===== config.mk =====
export PLATFORM = sky130hd
export DESIGN_NAME = dali_manchester_transceiver
export DESIGN_NICKNAME = d
export VERILOG_FILES = /design/src/rtl/core/dmt_pkg.sv /design/src/rtl/core/dali_manchester_transceiver.sv
export SDC_FILE = /design/constraint.sdc
export NUM_CORES = 1
export LEC_CHECK = 0
export ABC_AREA = 1
export ABC_CLOCK_PERIOD_IN_PS = 5950
export BUFFER_PORTS_ARGS = -buffer_cell sky130_fd_sc_hd__buf_2
export CAP_MARGIN = 15
export CORE_ASPECT_RATIO = 0.7
export CORE_MARGIN = 2
export CORE_UTILIZATION = 56
export CTS_CLUSTER_SIZE = 28
export DETAILED_ROUTE_END_ITERATION = 12
export PLACE_DENSITY = 0.89
export SKIP_CTS_REPAIR_TIMING = 1
export SLEW_MARGIN = 20
export SYNTH_ARGS = -nofsm -noshare
export SYNTH_HDL_FRONTEND = slang
export SYNTH_SLANG_ARGS = --single-unit

===== constraint.sdc =====
create_clock -name clk -period 5.95 [get_ports clk]
set_clock_uncertainty 0.2 [all_clocks]
set_input_delay 0.595 -clock clk [delete_from_list [all_inputs] [get_ports clk]]
set_output_delay 0.595 -clock clk [all_outputs]
set_load 0.02 [all_outputs]

===== src/rtl/core/dmt_pkg.sv =====
// ============================================================================
// DALI Manchester transceiver package
// Shared types, codes and reset values of the bus master transceiver.
// ============================================================================
package dmt_pkg;

  // Receive byte storage depth
  localparam int DMT_RX_BYTES = 3;
  // Bytes that fit in the result item
  localparam int DMT_OUT_BYTES = 3;

  // Item kinds on the input channel
  localparam logic [1:0] ACT_TICK = 2'd0;
  localparam logic [1:0] ACT_PIN  = 2'd1;
  localparam logic [1:0] ACT_SEND = 2'd2;

  // Link status codes
  localparam logic [1:0] ST_NOANSWER  = 2'd0;
  localparam logic [1:0] ST_WAITING   = 2'd1;
  localparam logic [1:0] ST_RECEIVING = 2'd2;
  localparam logic [1:0] ST_ANSWER    = 2'd3;

  // Configuration register indexes
  localparam logic [2:0] REG_FRAME_BITS = 3'd0;
  localparam logic [2:0] REG_HB_MIN     = 3'd1;
  localparam logic [2:0] REG_HB_MAX     = 3'd2;
  localparam logic [2:0] REG_SEND_GAP   = 3'd3;
  localparam logic [2:0] REG_NO_ANSWER  = 3'd4;
  localparam logic [2:0] REG_STOP_GAP   = 3'd5;

  // Configuration reset values
  localparam logic [4:0]  RST_FRAME_BITS = 5'd16;
  localparam logic [15:0] RST_HB_MIN     = 16'd333;
  localparam logic [15:0] RST_HB_MAX     = 16'd500;
  localparam logic [7:0]  RST_SEND_GAP   = 8'd22;
  localparam logic [7:0]  RST_NO_ANSWER  = 8'd23;
  localparam logic [7:0]  RST_STOP_GAP   = 8'd4;

  // Transmitter reset frame and saturation limit of the tick and half-bit counters
  localparam logic [15:0] RST_TX_FRAME = 16'hFF00;
  localparam logic [7:0]  CNT_MAX      = 8'hFF;

  // Transmitter phases
  typedef enum logic [9:0] {
    TXP_IDLE    = 10'b00_0000_0001,
    TXP_START   = 10'b00_0000_0010,
    TXP_START_X = 10'b00_0000_0100,
    TXP_BIT     = 10'b00_0000_1000,
    TXP_BIT_X   = 10'b00_0001_0000,
    TXP_STOP1   = 10'b00_0010_0000,
    TXP_STOP1_X = 10'b00_0100_0000,
    TXP_STOP2   = 10'b00_1000_0000,
    TXP_STOP2_X = 10'b01_0000_0000,
    TXP_STOP3   = 10'b10_0000_0000
  } tx_phase_t;

  // Receiver phases
  typedef enum logic [2:0] {
    RXP_IDLE  = 3'b001,
    RXP_START = 3'b010,
    RXP_BIT   = 3'b100
  } rx_phase_t;

endpackage


===== src/rtl/core/dali_manchester_transceiver.sv =====
// ============================================================================
// DALI Manchester bus master transceiver
// Sends forward frames, decodes backward frames and tracks link status.
// ============================================================================
//
// Input items arrive on the s_axis channel. The tuser kind selects a
// half-bit tick, a receive pin change (level and microsecond timestamp) or
// a send request (16-bit forward frame). Every accepted item yields exactly
// one result item on m_axis carrying the transmitter drive level, the link
// status and, when a backward frame ended on that item, its bytes and flags.
//
// Each item is handled by the logic between the state registers and the
// output register; the result appears in the cycle after acceptance.
// The output register is the only buffer, so s_axis_tready drops while a
// result waits and m_axis_tready is low; else one item per cycle is taken.
//
// Configuration registers are written through cfg_we/cfg_addr/cfg_wdata,
// one per clock, by the user only while no item is in flight (unchecked).
// A synchronous reset restores the configuration defaults, releases the
// bus, sets the status to no answer and empties the output register.
//
module dali_manchester_transceiver #(
  parameter int RX_BYTES = dmt_pkg::DMT_RX_BYTES
) (
  input  logic        clk,
  input  logic        rst,
  // Input items
  input  logic        s_axis_tvalid,
  output logic        s_axis_tready,
  // tdata: [0] pin_level, [32:1] time_us, [48:33] send_frame, [55:49] zero
  input  logic [55:0] s_axis_tdata,
  // tuser: [1:0] action
  input  logic [1:0]  s_axis_tuser,
  // Result items
  output logic        m_axis_tvalid,
  input  logic        m_axis_tready,
  // tdata: [0] bus_drive, [2:1] link_status, [4:3] frame_byte_count,
  //        [28:5] frame_data, [31:29] zero
  output logic [31:0] m_axis_tdata,
  // tuser: [0] frame_valid, [1] frame_error
  output logic [1:0]  m_axis_tuser,
  // Configuration writes
  input  logic        cfg_we,
  input  logic [2:0]  cfg_addr,
  input  logic [15:0] cfg_wdata
);
  import dmt_pkg::*;

  localparam int OUT_BYTES = (RX_BYTES < DMT_OUT_BYTES) ? RX_BYTES : DMT_OUT_BYTES;

  // Configuration registers
  logic [4:0]  frame_bits;
  logic [15:0] half_bit_min_us;
  logic [15:0] half_bit_max_us;
  logic [7:0]  send_gap_ticks;
  logic [7:0]  no_answer_ticks;
  logic [7:0]  stop_gap_ticks;

  // Link state
  tx_phase_t   tx_phase, tx_phase_next;
  logic [4:0]  tx_bit_index, tx_bit_index_next;
  logic [15:0] tx_shift_frame, tx_shift_frame_next;
  logic        drive_low, drive_low_next;
  logic [7:0]  idle_ticks, idle_ticks_next;
  logic [1:0]  status_code, status_code_next;
  rx_phase_t   rx_phase, rx_phase_next;
  logic [7:0]  half_bit_count, half_bit_count_next;
  logic [7:0]  rx_bytes [RX_BYTES];
  logic [7:0]  rx_bytes_next [RX_BYTES];
  logic        last_pin_low, last_pin_low_next;
  logic [31:0] last_edge_time, last_edge_time_next;

  // Result of the current item
  logic        fvalid, ferr;
  logic [1:0]  fcount;
  logic [23:0] fdata;

  logic        s_fire;
  logic        pin_level;
  logic [31:0] time_us;
  logic [15:0] send_frame;
  logic [31:0] dt;
  logic        dt_in_te, dt_in_2te;
  logic        tx_bit;
  logic [4:0]  bit_index_inc;
  logic [6:0]  rx_bits;
  logic [3:0]  rx_len;
  logic [1:0]  take_count;

  assign s_axis_tready = !m_axis_tvalid || m_axis_tready;
  assign s_fire        = s_axis_tvalid && s_axis_tready;

  assign pin_level  = s_axis_tdata[0];
  assign time_us    = s_axis_tdata[32:1];
  assign send_frame = s_axis_tdata[48:33];

  // Edge timing windows, durations taken modulo 2^32
  assign dt        = time_us - last_edge_time;
  assign dt_in_te  = ({16'd0, half_bit_min_us} <= dt) && (dt <= {16'd0, half_bit_max_us});
  assign dt_in_2te = ({15'd0, half_bit_min_us, 1'b0} <= dt) &&
                     (dt <= {15'd0, half_bit_max_us, 1'b0});

  // Current data bit of the forward frame, zero past bit 15
  assign tx_bit        = tx_bit_index[4] ? 1'b0 : tx_shift_frame[4'd15 - tx_bit_index[3:0]];
  assign bit_index_inc = tx_bit_index + 5'd1;

  // Per-item next-state and result logic
  always_comb begin
    tx_phase_next       = tx_phase;
    tx_bit_index_next   = tx_bit_index;
    tx_shift_frame_next = tx_shift_frame;
    drive_low_next      = drive_low;
    idle_ticks_next     = idle_ticks;
    status_code_next    = status_code;
    rx_phase_next       = rx_phase;
    half_bit_count_next = half_bit_count;
    rx_bytes_next       = rx_bytes;
    last_pin_low_next   = last_pin_low;
    last_edge_time_next = last_edge_time;
    fvalid     = 1'b0;
    ferr       = 1'b0;
    fcount     = 2'd0;
    fdata      = 24'd0;
    rx_bits    = half_bit_count[7:1];
    rx_len     = rx_bits[6:3];
    take_count = 2'd0;

    case (s_axis_tuser)
      ACT_TICK: begin
        if (idle_ticks != CNT_MAX) begin
          idle_ticks_next = idle_ticks + 8'd1;
        end
        case (tx_phase)
          TXP_IDLE: begin
            if (status_code != ST_ANSWER && status_code != ST_RECEIVING &&
                idle_ticks_next >= no_answer_ticks) begin
              status_code_next = ST_NOANSWER;
            end
          end
          TXP_START: begin
            if (idle_ticks_next >= send_gap_ticks) begin
              drive_low_next   = 1'b1;
              tx_phase_next    = TXP_START_X;
              status_code_next = ST_NOANSWER;
            end
          end
          TXP_START_X: begin
            drive_low_next    = 1'b0;
            tx_bit_index_next = 5'd0;
            tx_phase_next     = TXP_BIT;
          end
          TXP_BIT: begin
            drive_low_next = tx_bit;
            tx_phase_next  = TXP_BIT_X;
          end
          TXP_BIT_X: begin
            drive_low_next    = !tx_bit;
            tx_bit_index_next = bit_index_inc;
            tx_phase_next     = (bit_index_inc < frame_bits) ? TXP_BIT : TXP_STOP1;
          end
          TXP_STOP1: begin
            drive_low_next = 1'b0;
            tx_phase_next  = TXP_STOP1_X;
          end
          TXP_STOP1_X: tx_phase_next = TXP_STOP2;
          TXP_STOP2:   tx_phase_next = TXP_STOP2_X;
          TXP_STOP2_X: tx_phase_next = TXP_STOP3;
          TXP_STOP3: begin
            status_code_next = ST_WAITING;
            idle_ticks_next  = 8'd0;
            tx_phase_next    = TXP_IDLE;
            rx_phase_next    = RXP_IDLE;
          end
          default: tx_phase_next = TXP_IDLE;
        endcase
        // A quiet bus ends the backward frame
        if (rx_phase_next == RXP_BIT && idle_ticks_next > stop_gap_ticks) begin
          rx_phase_next    = RXP_IDLE;
          status_code_next = ST_ANSWER;
          fvalid           = 1'b1;
          if (rx_bits[2:0] != 3'd0 || {28'd0, rx_len} > RX_BYTES ||
              {28'd0, rx_len} > DMT_OUT_BYTES) begin
            ferr = 1'b1;
          end else begin
            fcount = rx_len[1:0];
            for (int k = 0; k < OUT_BYTES; k++) begin
              if (k < {28'd0, rx_len}) begin
                fdata[23 - 8 * k -: 8] = rx_bytes[k];
              end
            end
          end
        end
      end
      ACT_PIN: begin
        idle_ticks_next = 8'd0;
        if (tx_phase == TXP_IDLE && pin_level != last_pin_low) begin
          last_edge_time_next = time_us;
          last_pin_low_next   = pin_level;
          case (rx_phase)
            RXP_IDLE: begin
              if (!pin_level) begin
                rx_phase_next    = RXP_START;
                status_code_next = ST_RECEIVING;
              end
            end
            RXP_START: begin
              if (!pin_level || !dt_in_te) begin
                rx_phase_next = RXP_IDLE;
              end else begin
                half_bit_count_next = 8'd0;
                for (int i = 0; i < RX_BYTES; i++) begin
                  rx_bytes_next[i] = 8'd0;
                end
                rx_phase_next = RXP_BIT;
              end
            end
            RXP_BIT: begin
              if (dt_in_te) begin
                take_count = 2'd1;
              end else if (dt_in_2te) begin
                take_count = 2'd2;
              end else begin
                rx_phase_next    = RXP_IDLE;
                status_code_next = ST_NOANSWER;
              end
            end
            default: rx_phase_next = RXP_IDLE;
          endcase
          // Take one or two half-bits; the second half of each bit is the data
          for (int s = 0; s < 2; s++) begin
            if (s < {30'd0, take_count}) begin
              if (half_bit_count_next[0]) begin
                for (int i = 0; i < RX_BYTES; i++) begin
                  if ({28'd0, half_bit_count_next[7:4]} == i) begin
                    rx_bytes_next[i] = {rx_bytes_next[i][6:0], pin_level};
                  end
                end
              end
              if (half_bit_count_next != CNT_MAX) begin
                half_bit_count_next = half_bit_count_next + 8'd1;
              end
            end
          end
        end
      end
      ACT_SEND: begin
        tx_shift_frame_next = send_frame;
        tx_phase_next       = TXP_START;
        drive_low_next      = 1'b0;
      end
      default: begin
        // Unknown kind: state holds, result shows it
      end
    endcase
  end

  // Configuration registers
  always_ff @(posedge clk) begin
    if (rst) begin
      frame_bits      <= RST_FRAME_BITS;
      half_bit_min_us <= RST_HB_MIN;
      half_bit_max_us <= RST_HB_MAX;
      send_gap_ticks  <= RST_SEND_GAP;
      no_answer_ticks <= RST_NO_ANSWER;
      stop_gap_ticks  <= RST_STOP_GAP;
    end else if (cfg_we) begin
      case (cfg_addr)
        REG_FRAME_BITS: frame_bits      <= cfg_wdata[4:0];
        REG_HB_MIN:     half_bit_min_us <= cfg_wdata;
        REG_HB_MAX:     half_bit_max_us <= cfg_wdata;
        REG_SEND_GAP:   send_gap_ticks  <= cfg_wdata[7:0];
        REG_NO_ANSWER:  no_answer_ticks <= cfg_wdata[7:0];
        REG_STOP_GAP:   stop_gap_ticks  <= cfg_wdata[7:0];
        default: begin
        end
      endcase
    end
  end

  // State update on each accepted item
  always_ff @(posedge clk) begin
    if (rst) begin
      tx_phase       <= TXP_IDLE;
      tx_bit_index   <= 5'd0;
      tx_shift_frame <= RST_TX_FRAME;
      drive_low      <= 1'b0;
      idle_ticks     <= 8'd0;
      status_code    <= ST_NOANSWER;
      rx_phase       <= RXP_IDLE;
      half_bit_count <= 8'd0;
      for (int i = 0; i < RX_BYTES; i++) begin
        rx_bytes[i] <= 8'd0;
      end
      last_pin_low   <= 1'b1;
      last_edge_time <= 32'd0;
    end else if (s_fire) begin
      tx_phase       <= tx_phase_next;
      tx_bit_index   <= tx_bit_index_next;
      tx_shift_frame <= tx_shift_frame_next;
      drive_low      <= drive_low_next;
      idle_ticks     <= idle_ticks_next;
      status_code    <= status_code_next;
      rx_phase       <= rx_phase_next;
      half_bit_count <= half_bit_count_next;
      rx_bytes       <= rx_bytes_next;
      last_pin_low   <= last_pin_low_next;
      last_edge_time <= last_edge_time_next;
    end
  end

  // Output register
  always_ff @(posedge clk) begin
    if (rst) begin
      m_axis_tvalid <= 1'b0;
    end else if (s_axis_tready) begin
      m_axis_tvalid <= s_axis_tvalid;
    end
  end

  always_ff @(posedge clk) begin
    if (s_fire) begin
      m_axis_tdata <= {3'd0, fdata, fcount, status_code_next, drive_low_next};
      m_axis_tuser <= {ferr, fvalid};
    end
  end

  // An accepted item always leaves a result in the output register
  a_result_follows: assert property (@(posedge clk) disable iff (rst)
    s_fire |=> m_axis_tvalid)
    else $error("accepted item produced no result");

  // The bus drive only moves when an item is accepted
  a_drive_stable: assert property (@(posedge clk) disable iff (rst)
    !s_fire |=> $stable(drive_low))
    else $error("bus drive changed without an item");

  // A backward frame can only end while bits are being received
  a_frame_end_in_bit: assert property (@(posedge clk) disable iff (rst)
    (s_fire && fvalid) |-> (rx_phase == RXP_BIT))
    else $error("frame ended outside bit reception");

  // An error frame carries no bytes
  a_error_empty: assert property (@(posedge clk) disable iff (rst)
    (s_fire && ferr) |=> (m_axis_tdata[28:3] == 26'd0))
    else $error("error frame carries data");

endmodule


==> results.json, run 1 <==
{
  "p_int_w": 0.00254,
  "clk-insertion-delay-late_ns": 0.53,
  "start_util_pct": 57.5,
  "antenna_left": 0,
  "synth_seq_cells": 203,
  "avgSynthCellArea_um2": 6.64,
  "hp-start": "s_axis_tdata[41]",
  "die_h_um": 138,
  "antenna_cells": 0,
  "max_stage_delay_ns": 0.36,
  "cts_made_buffers": 23,
  "worst_slew_pin_slew_ns": 1.06,
  "finalPower_w": 0.00367,
  "swShare_pct": 30.6,
  "multiInputGateArea_um2": 8390,
  "io_buffers": 107,
  "coreArea_um2": 24900,
  "fin_nets": 2509,
  "fillers": 2183,
  "powerDensity_nw_per_um2": 224,
  "critical_path.max_fanout": 4,
  "async_flop_share_pct": 0,
  "clock_sinks": 203,
  "drv_cap": 0,
  "final_hold_viol_count": 0,
  "wire_per_inst_um": 14.6,
  "drt_iter0_markers": 1429,
  "cp-start-kind": "register",
  "fin_hold_ws_ns": 0.0851,
  "cp_data_arrival_time_ns": 5.70,
  "max_freq_ghz": 0.181,
  "maxSlewHeadroom_pct": 29.5,
  "final_cell_mix": "nand2_1, inv_1, nor2_1",
  "synth_edf_count": 31,
  "track_usage_pct": 28.4,
  "fp-row-count": 48,
  "r2r_slack_ns": 0.42,
  "syn_area_um2": 14300,
  "via_per_inst": 5.54,
  "synth_top_cell_area_share_pct": 24.0,
  "drv_slew": 0,
  "setup_tns_ns": 0,
  "grt_max_degree": 89,
  "rsz0062_at_grt": "false",
  "die-area_um2": 26900,
  "num_vias": 14700,
  "seqPwrFrac_pct": 40.0,
  "p_leak_nw": 7.95,
  "utilization_pct": 65.6,
  "layout_commonest_cell": "nand2_1",
  "globalplace.congestion": 0.927,
  "cp_common_cell": "nand2_1",
  "min_period_over_period_pct": 93.0,
  "synthCells": 2158,
  "ys_seq_area_share_pct": 30.5,
  "combinationalPowerShare_pct": 21.5,
  "cts_tree": "built",
  "criticalPathCategory": "register to register",
  "die_width_um": 195,
  "min_period_ns": 5.53,
  "reg2reg_depth": 42,
  "overflow": 0,
  "yosys.area.top_type": "dfxtp_1",
  "syn_to_final_growth_pct": 14.0,
  "worstHoldPathCells": 3,
  "r2r-start": "last_edge_time[0]",
  "dr.pass1.iters": 6,
  "dp_hpwl_mm": 29.0,
  "timing.rr.end": "half_bit_count[1]",
  "seqCellArea_um2": 4370,
  "antenna_found_initial": 0,
  "ys_types": 57,
  "drive_gt1_share_pct": 12.3,
  "crit_path_end_kind": "register",
  "ctsRootBufferMaster": "clkbuf_16",
  "yosys_warnings": 0,
  "ys_top_cells_by_area": "dfxtp_1, nand2_1, ha_1",
  "pwr-share-clk_pct": 38.5,
  "grt_pass1_vias": 13600,
  "hp-class": "primary input to register",
  "htree_num_levels": 1,
  "clkTransAtPathRegs_ns": 0.07,
  "irDropWorstVdd_v": 0.000179,
  "finalSetupViolations": 0,
  "switchingPower_w": 0.00112,
  "min_to": "tx_shift_frame[8]",
  "synth_ff_type": "dfxtp_1",
  "cp.required_ns": 6.12,
  "wirelength_mm": 38.7,
  "status": "complete, no violations",
  "cts.path.max_buffers": 3,
  "grt_first_pass_wirelength_mm": 63.6,
  "cp_slowest_cell": "fa_2",
  "io_pins": 118,
  "drc": 0
}
==> sequential cells by signal, indices dropped and copies added, names as in the netlist, 10 cells and up <==
signal           cells
half_bit_min_us     16
half_bit_max_us     16
tx_shift_frame      16
last_edge_time      32
tx_phase            10
m_axis_tdata        29
rx_bytes            24
==> worst max-delay path: cells and delay by family, from the launching register on <==
kind | cells | cell delay, ns
AND/OR/NAND/NOR | 27 | 2.62
adder cells (fa/ha/maj) | 5 | 1.25
buffers and inverters | 7 | 0.54
flip-flops | 1 | 0.31
AO/OA/AOI/OAI | 2 | 0.23
XOR/XNOR | 1 | 0.18
==> metal layers <==
metal | track usage, % | vias up | wire length [um]
li1 | - | 7312 | -
met1 | 40.8 | 6664 | 18200
met2 | 45.1 | 606 | 16300
met3 | 3.99 | 72 | 3380
met4 | 7.25 | 0 | 755
met5 | 0 | - | 0
==> synthesized netlist by cell type, types with 4 or more instances <==
cell      instances
a211oi_1         36
nand4_1          43
xor2_1           20
dfxtp_1         172
nor4_1            6
o21a_1            4
nand2_2          17
o21ai_1           8
a31oi_1          11
buf_2             4
a21oi_1         151
o21ai_0         103
nand3b_1         12
clkbuf_1         41
nor3_1           25
o21bai_1          9
edfxtp_1         31
and3_1            5
nand2_1         504
nor2_1          234
inv_2            16
ha_1            124
clkinv_1          4
nor2_2           12
o31ai_1           7
inv_1           354
o211ai_1         25
nor2_4            5
buf_4             4
nand3_4           4
nand3_1         126
==> area by class of cell <==
type                    count  area share [%]
repair buffers            169            6.35
well taps                 325            2.49
flip-flops and latches    203            26.8
inverters                 375            8.62
clock buffers              35            4.10
multi-input cells        1530            51.3
clock inverters             6           0.398
==> power groups by stage <==
stage / clock network, W / logic (W) / registers, W
after floorplan: 0 / 0.000507 / 0.00150
final: 0.00141 / 0.000787 / 0.00147
after detailed placement: 0 / 0.000767 / 0.00150
after global routing: 0.00148 / 0.000883 / 0.00147
after global placement: 0 / 0.000735 / 0.00149
after CTS: 0.00143 / 0.000772 / 0.00147
==> stage by stage <==
stage | area (um^2) | worst slack [ns] | std cells
finish | 16300 | 0.419 | 2643
floorplan | 14300 | 0.338 | 2160
CTS | 16300 | 0.323 | 2642
global placement | 15600 | 0.0938 | 2601
detailed placement | 15600 | -0.102 | 2601
global route | 16300 | 0.0220 | 2643
==> how the worst max path moves through the flow <==
stage | from | to | slack [ns]
global placement | s_axis_tdata[1] | half_bit_count[1] | 0.09
finish | last_edge_time[0] | half_bit_count[1] | 0.42
detailed placement | s_axis_tdata[1] | half_bit_count[1] | -0.10
global route | last_edge_time[0] | half_bit_count[7] | 0.02
CTS | last_edge_time[0] | half_bit_count[1] | 0.32
floorplan | s_axis_tdata[1] | half_bit_count[0] | 0.34
==> kinds of logic (layout without fill, tap and decap cells) <==
group,after synthesis,in the layout,synth area share [%]
other,1,3,0.0262
DFF,203,203,30.5
AOI/OAI and AO/OA,373,373,15.0
adders and majority gates,125,125,11.0
xor gates and xnor gates,23,23,1.41
buffers and inverters,427,585,11.5
and+or+nand+nor,1005,1005,30.6
muxes,1,1,0.0785
No activity file was read; power rests on OpenSTA's default activity.
==> run 2: changes to the inputs <==
--- a/config.mk
+++ b/config.mk
@@ -14,7 +14,7 @@
 export CORE_UTILIZATION = 56
 export CTS_CLUSTER_SIZE = 28
 export DETAILED_ROUTE_END_ITERATION = 12
-export PLACE_DENSITY = 0.89
+export PLACE_DENSITY = 0.78
 export SKIP_CTS_REPAIR_TIMING = 1
 export SLEW_MARGIN = 20
 export SYNTH_ARGS = -nofsm -noshare
==> run 2 against run 1 <==
Maximum frequency up 1.2%. Combinational power up 1%. Final area up 0.14%. Final cell count unchanged. Clock power about the same. Routed wire length up 0.98%. Sequential power about the same. Clock-buffer cell count down 5. Largest cell class unchanged. Via count down 1.4%. Register-to-register slack better by 0.06 ns. Sequential cell count unchanged.
==> results.json, run 2 (synthesis gave the netlist of run 1 again) <==
{
  "via_per_inst": 5.47,
  "critical_path.max_fanout": 6,
  "io_buffers": 107,
  "fin_ws_ns": 0.484,
  "p_int_w": 0.00255,
  "cts_tree": "built",
  "drv_slew": 0,
  "seqCellArea_um2": 4370,
  "final_hold_viol_count": 0,
  "worst_slew_pin_slew_ns": 1.05,
  "fin_nets": 2509,
  "criticalPathCategory": "register to register",
  "max_stage_delay_ns": 0.41,
  "hp-class": "primary input to register",
  "clkTransAtPathRegs_ns": 0.07,
  "antenna_left": 0,
  "final_cells": 2643,
  "die-area_um2": 26900,
  "cts.path.max_buffers": 3,
  "largestRegisters": "last_edge_time x32, m_axis_tdata x29, rx_bytes x24",
  "grt_max_degree": 87,
  "fillers": 2290,
  "drc": 0,
  "hp-start": "s_axis_tdata[45]",
  "setup_tns_ns": 0,
  "irDropWorstVdd_v": 0.000220,
  "globalplace.congestion": 0.984,
  "wire_per_inst_um": 14.8,
  "fp-row-count": 48,
  "cts_made_buffers": 22,
  "num_vias": 14400,
  "reg2reg_depth": 45,
  "dr.pass1.iters": 6,
  "ctsRootBufferMaster": "clkbuf_16",
  "max_freq_ghz": 0.183,
  "grt_pass1_vias": 13100,
  "die_h_um": 138,
  "syn_to_final_growth_pct": 14.2,
  "clk-insertion-delay-late_ns": 0.53,
  "cp.required_ns": 6.11,
  "cp_slowest_cell": "ha_1",
  "regMostFlops": "last_edge_time",
  "largest_reg_flops": 32,
  "powerDensity_nw_per_um2": 224,
  "clock_sinks": 203,
  "start_util_pct": 57.5,
  "layout_commonest_cell": "nand2_1",
  "r2r_slack_ns": 0.48,
  "coreArea_um2": 24900,
  "maxSlewHeadroom_pct": 30.2,
  "io_pins": 118,
  "min_period_over_period_pct": 91.9,
  "status": "complete, no violations",
  "final_cell_mix": "nand2_1, inv_1, nor2_1",
  "dp_hpwl_mm": 29.2,
  "switchingPower_w": 0.00112,
  "crit_path_end_kind": "register",
  "min_to": "tx_shift_frame[12]",
  "htree_num_levels": 1,
  "swShare_pct": 30.4,
  "startpoint": "last_edge_time[2]",
  "antenna_found_initial": 0,
  "timing.critical_path.buf_inv": 8,
  "timing.rr.end": "half_bit_count[1]",
  "cp_common_cell": "nand2_1",
  "combinationalPowerShare_pct": 21.7,
  "drt_iter0_markers": 1192,
  "seqPwrFrac_pct": 40.0,
  "r2r-start": "last_edge_time[2]",
  "p_leak_nw": 7.95,
  "pwr-share-clk_pct": 38.4,
  "die_width_um": 195,
  "multiInputGateArea_um2": 8410,
  "min_period_ns": 5.47,
  "wirelength_mm": 39.0,
  "cp-start-kind": "register",
  "drv_cap": 0,
  "track_usage_pct": 28.9,
  "worstHoldPathCells": 3,
  "antenna_cells": 0,
  "grt_first_pass_wirelength_mm": 63.5,
  "dp_slack_ns": -0.125,
  "overflow": 0,
  "cp_data_arrival_time_ns": 5.63,
  "drive_gt1_share_pct": 12.5,
  "finalSetupViolations": 0,
  "place_inst": 2601,
  "path_delay_family": "simple AND/OR/NAND/NOR gates"
}
run 2: worst min-delay path: cells and delay by family:
family                 cells  cell delay, ns
AND/OR/NAND/NOR            2            0.10
buffers and inverters      1            0.07
run 2: worst max-delay path by stage:
stage / endpoint / cells past startpoint
final: half_bit_count[1] / 45
after global routing: rx_bytes[23] / 43
after CTS: half_bit_count[1] / 39
after detailed placement: half_bit_count[1] / 41
after global placement: half_bit_count[1] / 44
after floorplan: half_bit_count[0] / 43
run 2: per-layer routing:
| layer | wire length, um | up-vias | track usage, % | part of all wire (%) |
|---|---|---|---|---|
| li1 | - | 7314 | - | - |
| met1 | 19000 | 6548 | 42.4 | 49 |
| met2 | 16000 | 515 | 44.3 | 41 |
| met3 | 3170 | 70 | 4.64 | 8.1 |
| met4 | 798 | 0 | 7.59 | 2.0 |
| met5 | 0 | - | 0 | 0 |
run 2: layout make-up:
cell class                      instances  area share [%]
Inverter                              375            8.61
Sequential cell                       203            26.7
Clock buffer                           30            3.87
Timing Repair Buffer                  170            6.31
Clock inverter                         10           0.619
Tap cell                              325            2.48
Multi-Input combinational cell       1530            51.4
run 2: power groups by stage:
| stage | combinational [W] | clock, W | sequential [W] |
|---|---|---|---|
| 2_1_floorplan | 0.000507 | 0 | 0.00150 |
| 3_3_place_gp | 0.000741 | 0 | 0.00149 |
| 3_5_place_dp | 0.000768 | 0 | 0.00149 |
| 4_1_cts | 0.000774 | 0.00143 | 0.00147 |
| 5_1_grt | 0.000891 | 0.00148 | 0.00147 |
| 6_report | 0.000795 | 0.00141 | 0.00147 |
run 2: stage by stage:
stage	area, um^2	hold WS [ns]	total power, W	util (%)
after global routing	16400	0.0734	0.00384	65.7
after detailed placement	15500	0.244	0.00226	62.4
after CTS	16300	0.0591	0.00367	65.3
after global placement	15500	0.234	0.00223	62.4
final	16400	0.0792	0.00367	65.7
after floorplan	14300	0.224	0.00201	-
==> run 3: changes to the inputs <==
--- a/config.mk
+++ b/config.mk
@@ -9,12 +9,13 @@
 export ABC_CLOCK_PERIOD_IN_PS = 5950
 export BUFFER_PORTS_ARGS = -buffer_cell sky130_fd_sc_hd__buf_2
 export CAP_MARGIN = 15
+export CELL_PAD_IN_SITES_DETAIL_PLACEMENT = 1
+export CELL_PAD_IN_SITES_GLOBAL_PLACEMENT = 1
 export CORE_ASPECT_RATIO = 0.7
 export CORE_MARGIN = 2
-export CORE_UTILIZATION = 56
-export CTS_CLUSTER_SIZE = 28
+export CORE_UTILIZATION = 40
 export DETAILED_ROUTE_END_ITERATION = 12
-export PLACE_DENSITY = 0.78
+export PLACE_DENSITY_LB_ADDON = 0.1
 export SKIP_CTS_REPAIR_TIMING = 1
 export SLEW_MARGIN = 20
 export SYNTH_ARGS = -nofsm -noshare
==> run 3 against run 2 <==
Critical path depth unchanged. Routed wire length grew 22%. Non-clock buffer count is 36 higher. Total power rose by 5.8%. Maximum frequency shrank 1.4%. Sequential cell count did not move. Die area up 39%. Combinational power is 8.1% higher. Via count increased by 2.4%. Global-route usage shrank 3.5 points. Utilization down 17 points. Hold slack worse by 0.026 ns. Critical path type unchanged. Largest power group is now clock.
==> results.json, run 3 (synthesis gave the netlist of run 1 again) <==
{
  "status": "complete, no violations",
  "antenna_found_initial": 0,
  "finalPower_w": 0.00388,
  "fillers": 4685,
  "via_per_inst": 5.23,
  "layout_commonest_cell": "nand2_1",
  "largestRegisters": "last_edge_time x32, m_axis_tdata x29, rx_bytes x24",
  "r2r_slack_ns": 0.41,
  "drc": 0,
  "maxSlewHeadroom_pct": 31.3,
  "io_pins": 118,
  "hp-start": "s_axis_tdata[47]",
  "worst_slew_pin_slew_ns": 1.03,
  "coreArea_um2": 35000,
  "final_cell_mix": "nand2_1, inv_1, nor2_1",
  "utilization_pct": 48.4,
  "r2r-start": "last_edge_time[2]",
  "cts.path.max_buffers": 3,
  "ctsRootBufferMaster": "clkbuf_16",
  "reg2reg_depth": 45,
  "grt_first_pass_wirelength_mm": 77.7,
  "clkTransAtPathRegs_ns": 0.06,
  "globalplace.congestion": 0.879,
  "drv_cap": 0,
  "powerDensity_nw_per_um2": 229,
  "finalSetupViolations": 0,
  "grt_pass1_vias": 15100,
  "final_hold_viol_count": 0,
  "min_to": "tx_shift_frame[14]",
  "criticalPathCategory": "register to register",
  "drt_iter0_markers": 748,
  "cts_tree": "built",
  "worstHoldPathCells": 3,
  "antenna_cells": 0,
  "dp_slack_ns": -0.448,
  "dp_hpwl_mm": 36.5,
  "fin_nets": 2548,
  "dr.pass1.iters": 5,
  "wirelength_mm": 47.6,
  "io_buffers": 107,
  "syn_to_final_growth_pct": 18.2,
  "max_freq_ghz": 0.180,
  "htree_num_levels": 1,
  "place_inst": 2785,
  "setup_tns_ns": 0,
  "crit_path_end_kind": "register",
  "largest_reg_flops": 32,
  "cp-start-kind": "register",
  "antenna_left": 0,
  "p_leak_nw": 8.18,
  "max_stage_delay_ns": 0.32,
  "clock_sinks": 203,
  "cp_common_cell": "nand2_1",
  "min_period_ns": 5.54,
  "irDropWorstVdd_v": 0.000176,
  "cts_made_buffers": 25,
  "hp-class": "primary input to register",
  "drive_gt1_share_pct": 14.5,
  "critical_path.max_fanout": 5,
  "die_h_um": 162,
  "fp-row-count": 57,
  "cp_data_arrival_time_ns": 5.78,
  "start_util_pct": 40.9,
  "cp_slowest_cell": "ha_1",
  "track_usage_pct": 25.4,
  "wire_per_inst_um": 16.8,
  "overflow": 0,
  "num_vias": 14800,
  "cp.required_ns": 6.19,
  "regMostFlops": "last_edge_time",
  "fin_ws_ns": 0.408,
  "grt_max_degree": 86,
  "final_cells": 2830,
  "die-area_um2": 37400,
  "timing.rr.end": "half_bit_count[0]",
  "clk-insertion-delay-late_ns": 0.56,
  "min_period_over_period_pct": 93.1,
  "die_width_um": 230,
  "drv_slew": 0
}
==> run 3: final cells by class <==
class,instances,area [um^2],area share (%)
multi-input combinational,1530,8460,49.9
sequential,203,4370,25.8
inverter,375,1410,8.31
timing repair buffer,206,1320,7.76
clock buffer,30,654,3.86
tap,472,591,3.48
clock inverter,14,151,0.893
==> run 3: worst max path at each step <==
stage	start	end	slack, ns	cells past startpoint
after floorplan	s_axis_tdata[1]	half_bit_count[0]	0.34	43
after global placement	s_axis_tdata[1]	half_bit_count[0]	-0.08	43
after detailed placement	s_axis_tdata[1]	half_bit_count[0]	-0.45	43
after CTS	last_edge_time[0]	half_bit_count[0]	-0.05	41
after global routing	last_edge_time[2]	half_bit_count[1]	-0.04	45
final	last_edge_time[2]	half_bit_count[0]	0.41	45
==> run 3: where the power goes <==
group | switching [W] | internal (W)
logic | 0.000550 | 0.000309
registers | 0.0000260 | 0.00144
clock network | 0.000647 | 0.000910
total | 0.00122 | 0.00266
==> run 3: worst max-delay path, delay by kind of cell, from the launching register on <==
family,cells,cell delay [ns]
simple gates,29,2.87
fa+ha+maj,4,1.01
buf+inv,9,0.58
flops,1,0.31
compound gates,2,0.26
xor+xnor,1,0.16
==> run 3: per-stage QoR <==
| stage | instance area, um^2 | hold WS, ns |
|---|---|---|
| 6_report | 17000 | 0.0528 |
| 5_1_grt | 17000 | 0.0573 |
| 4_1_cts | 16800 | 0.0272 |
| 3_5_place_dp | 16000 | 0.241 |
| 3_3_place_gp | 16000 | 0.240 |
| 2_1_floorplan | 14300 | 0.224 |
==> run 3: per-layer routing <==
layer | global-route usage [%] | part of all wire (%) | vias up
li1 | - | - | 7393
met1 | 37.3 | 52 | 7103
met2 | 39.8 | 42 | 231
met3 | 3.08 | 3.8 | 67
met4 | 5.78 | 2.1 | 0
met5 | 0 | 0 | -
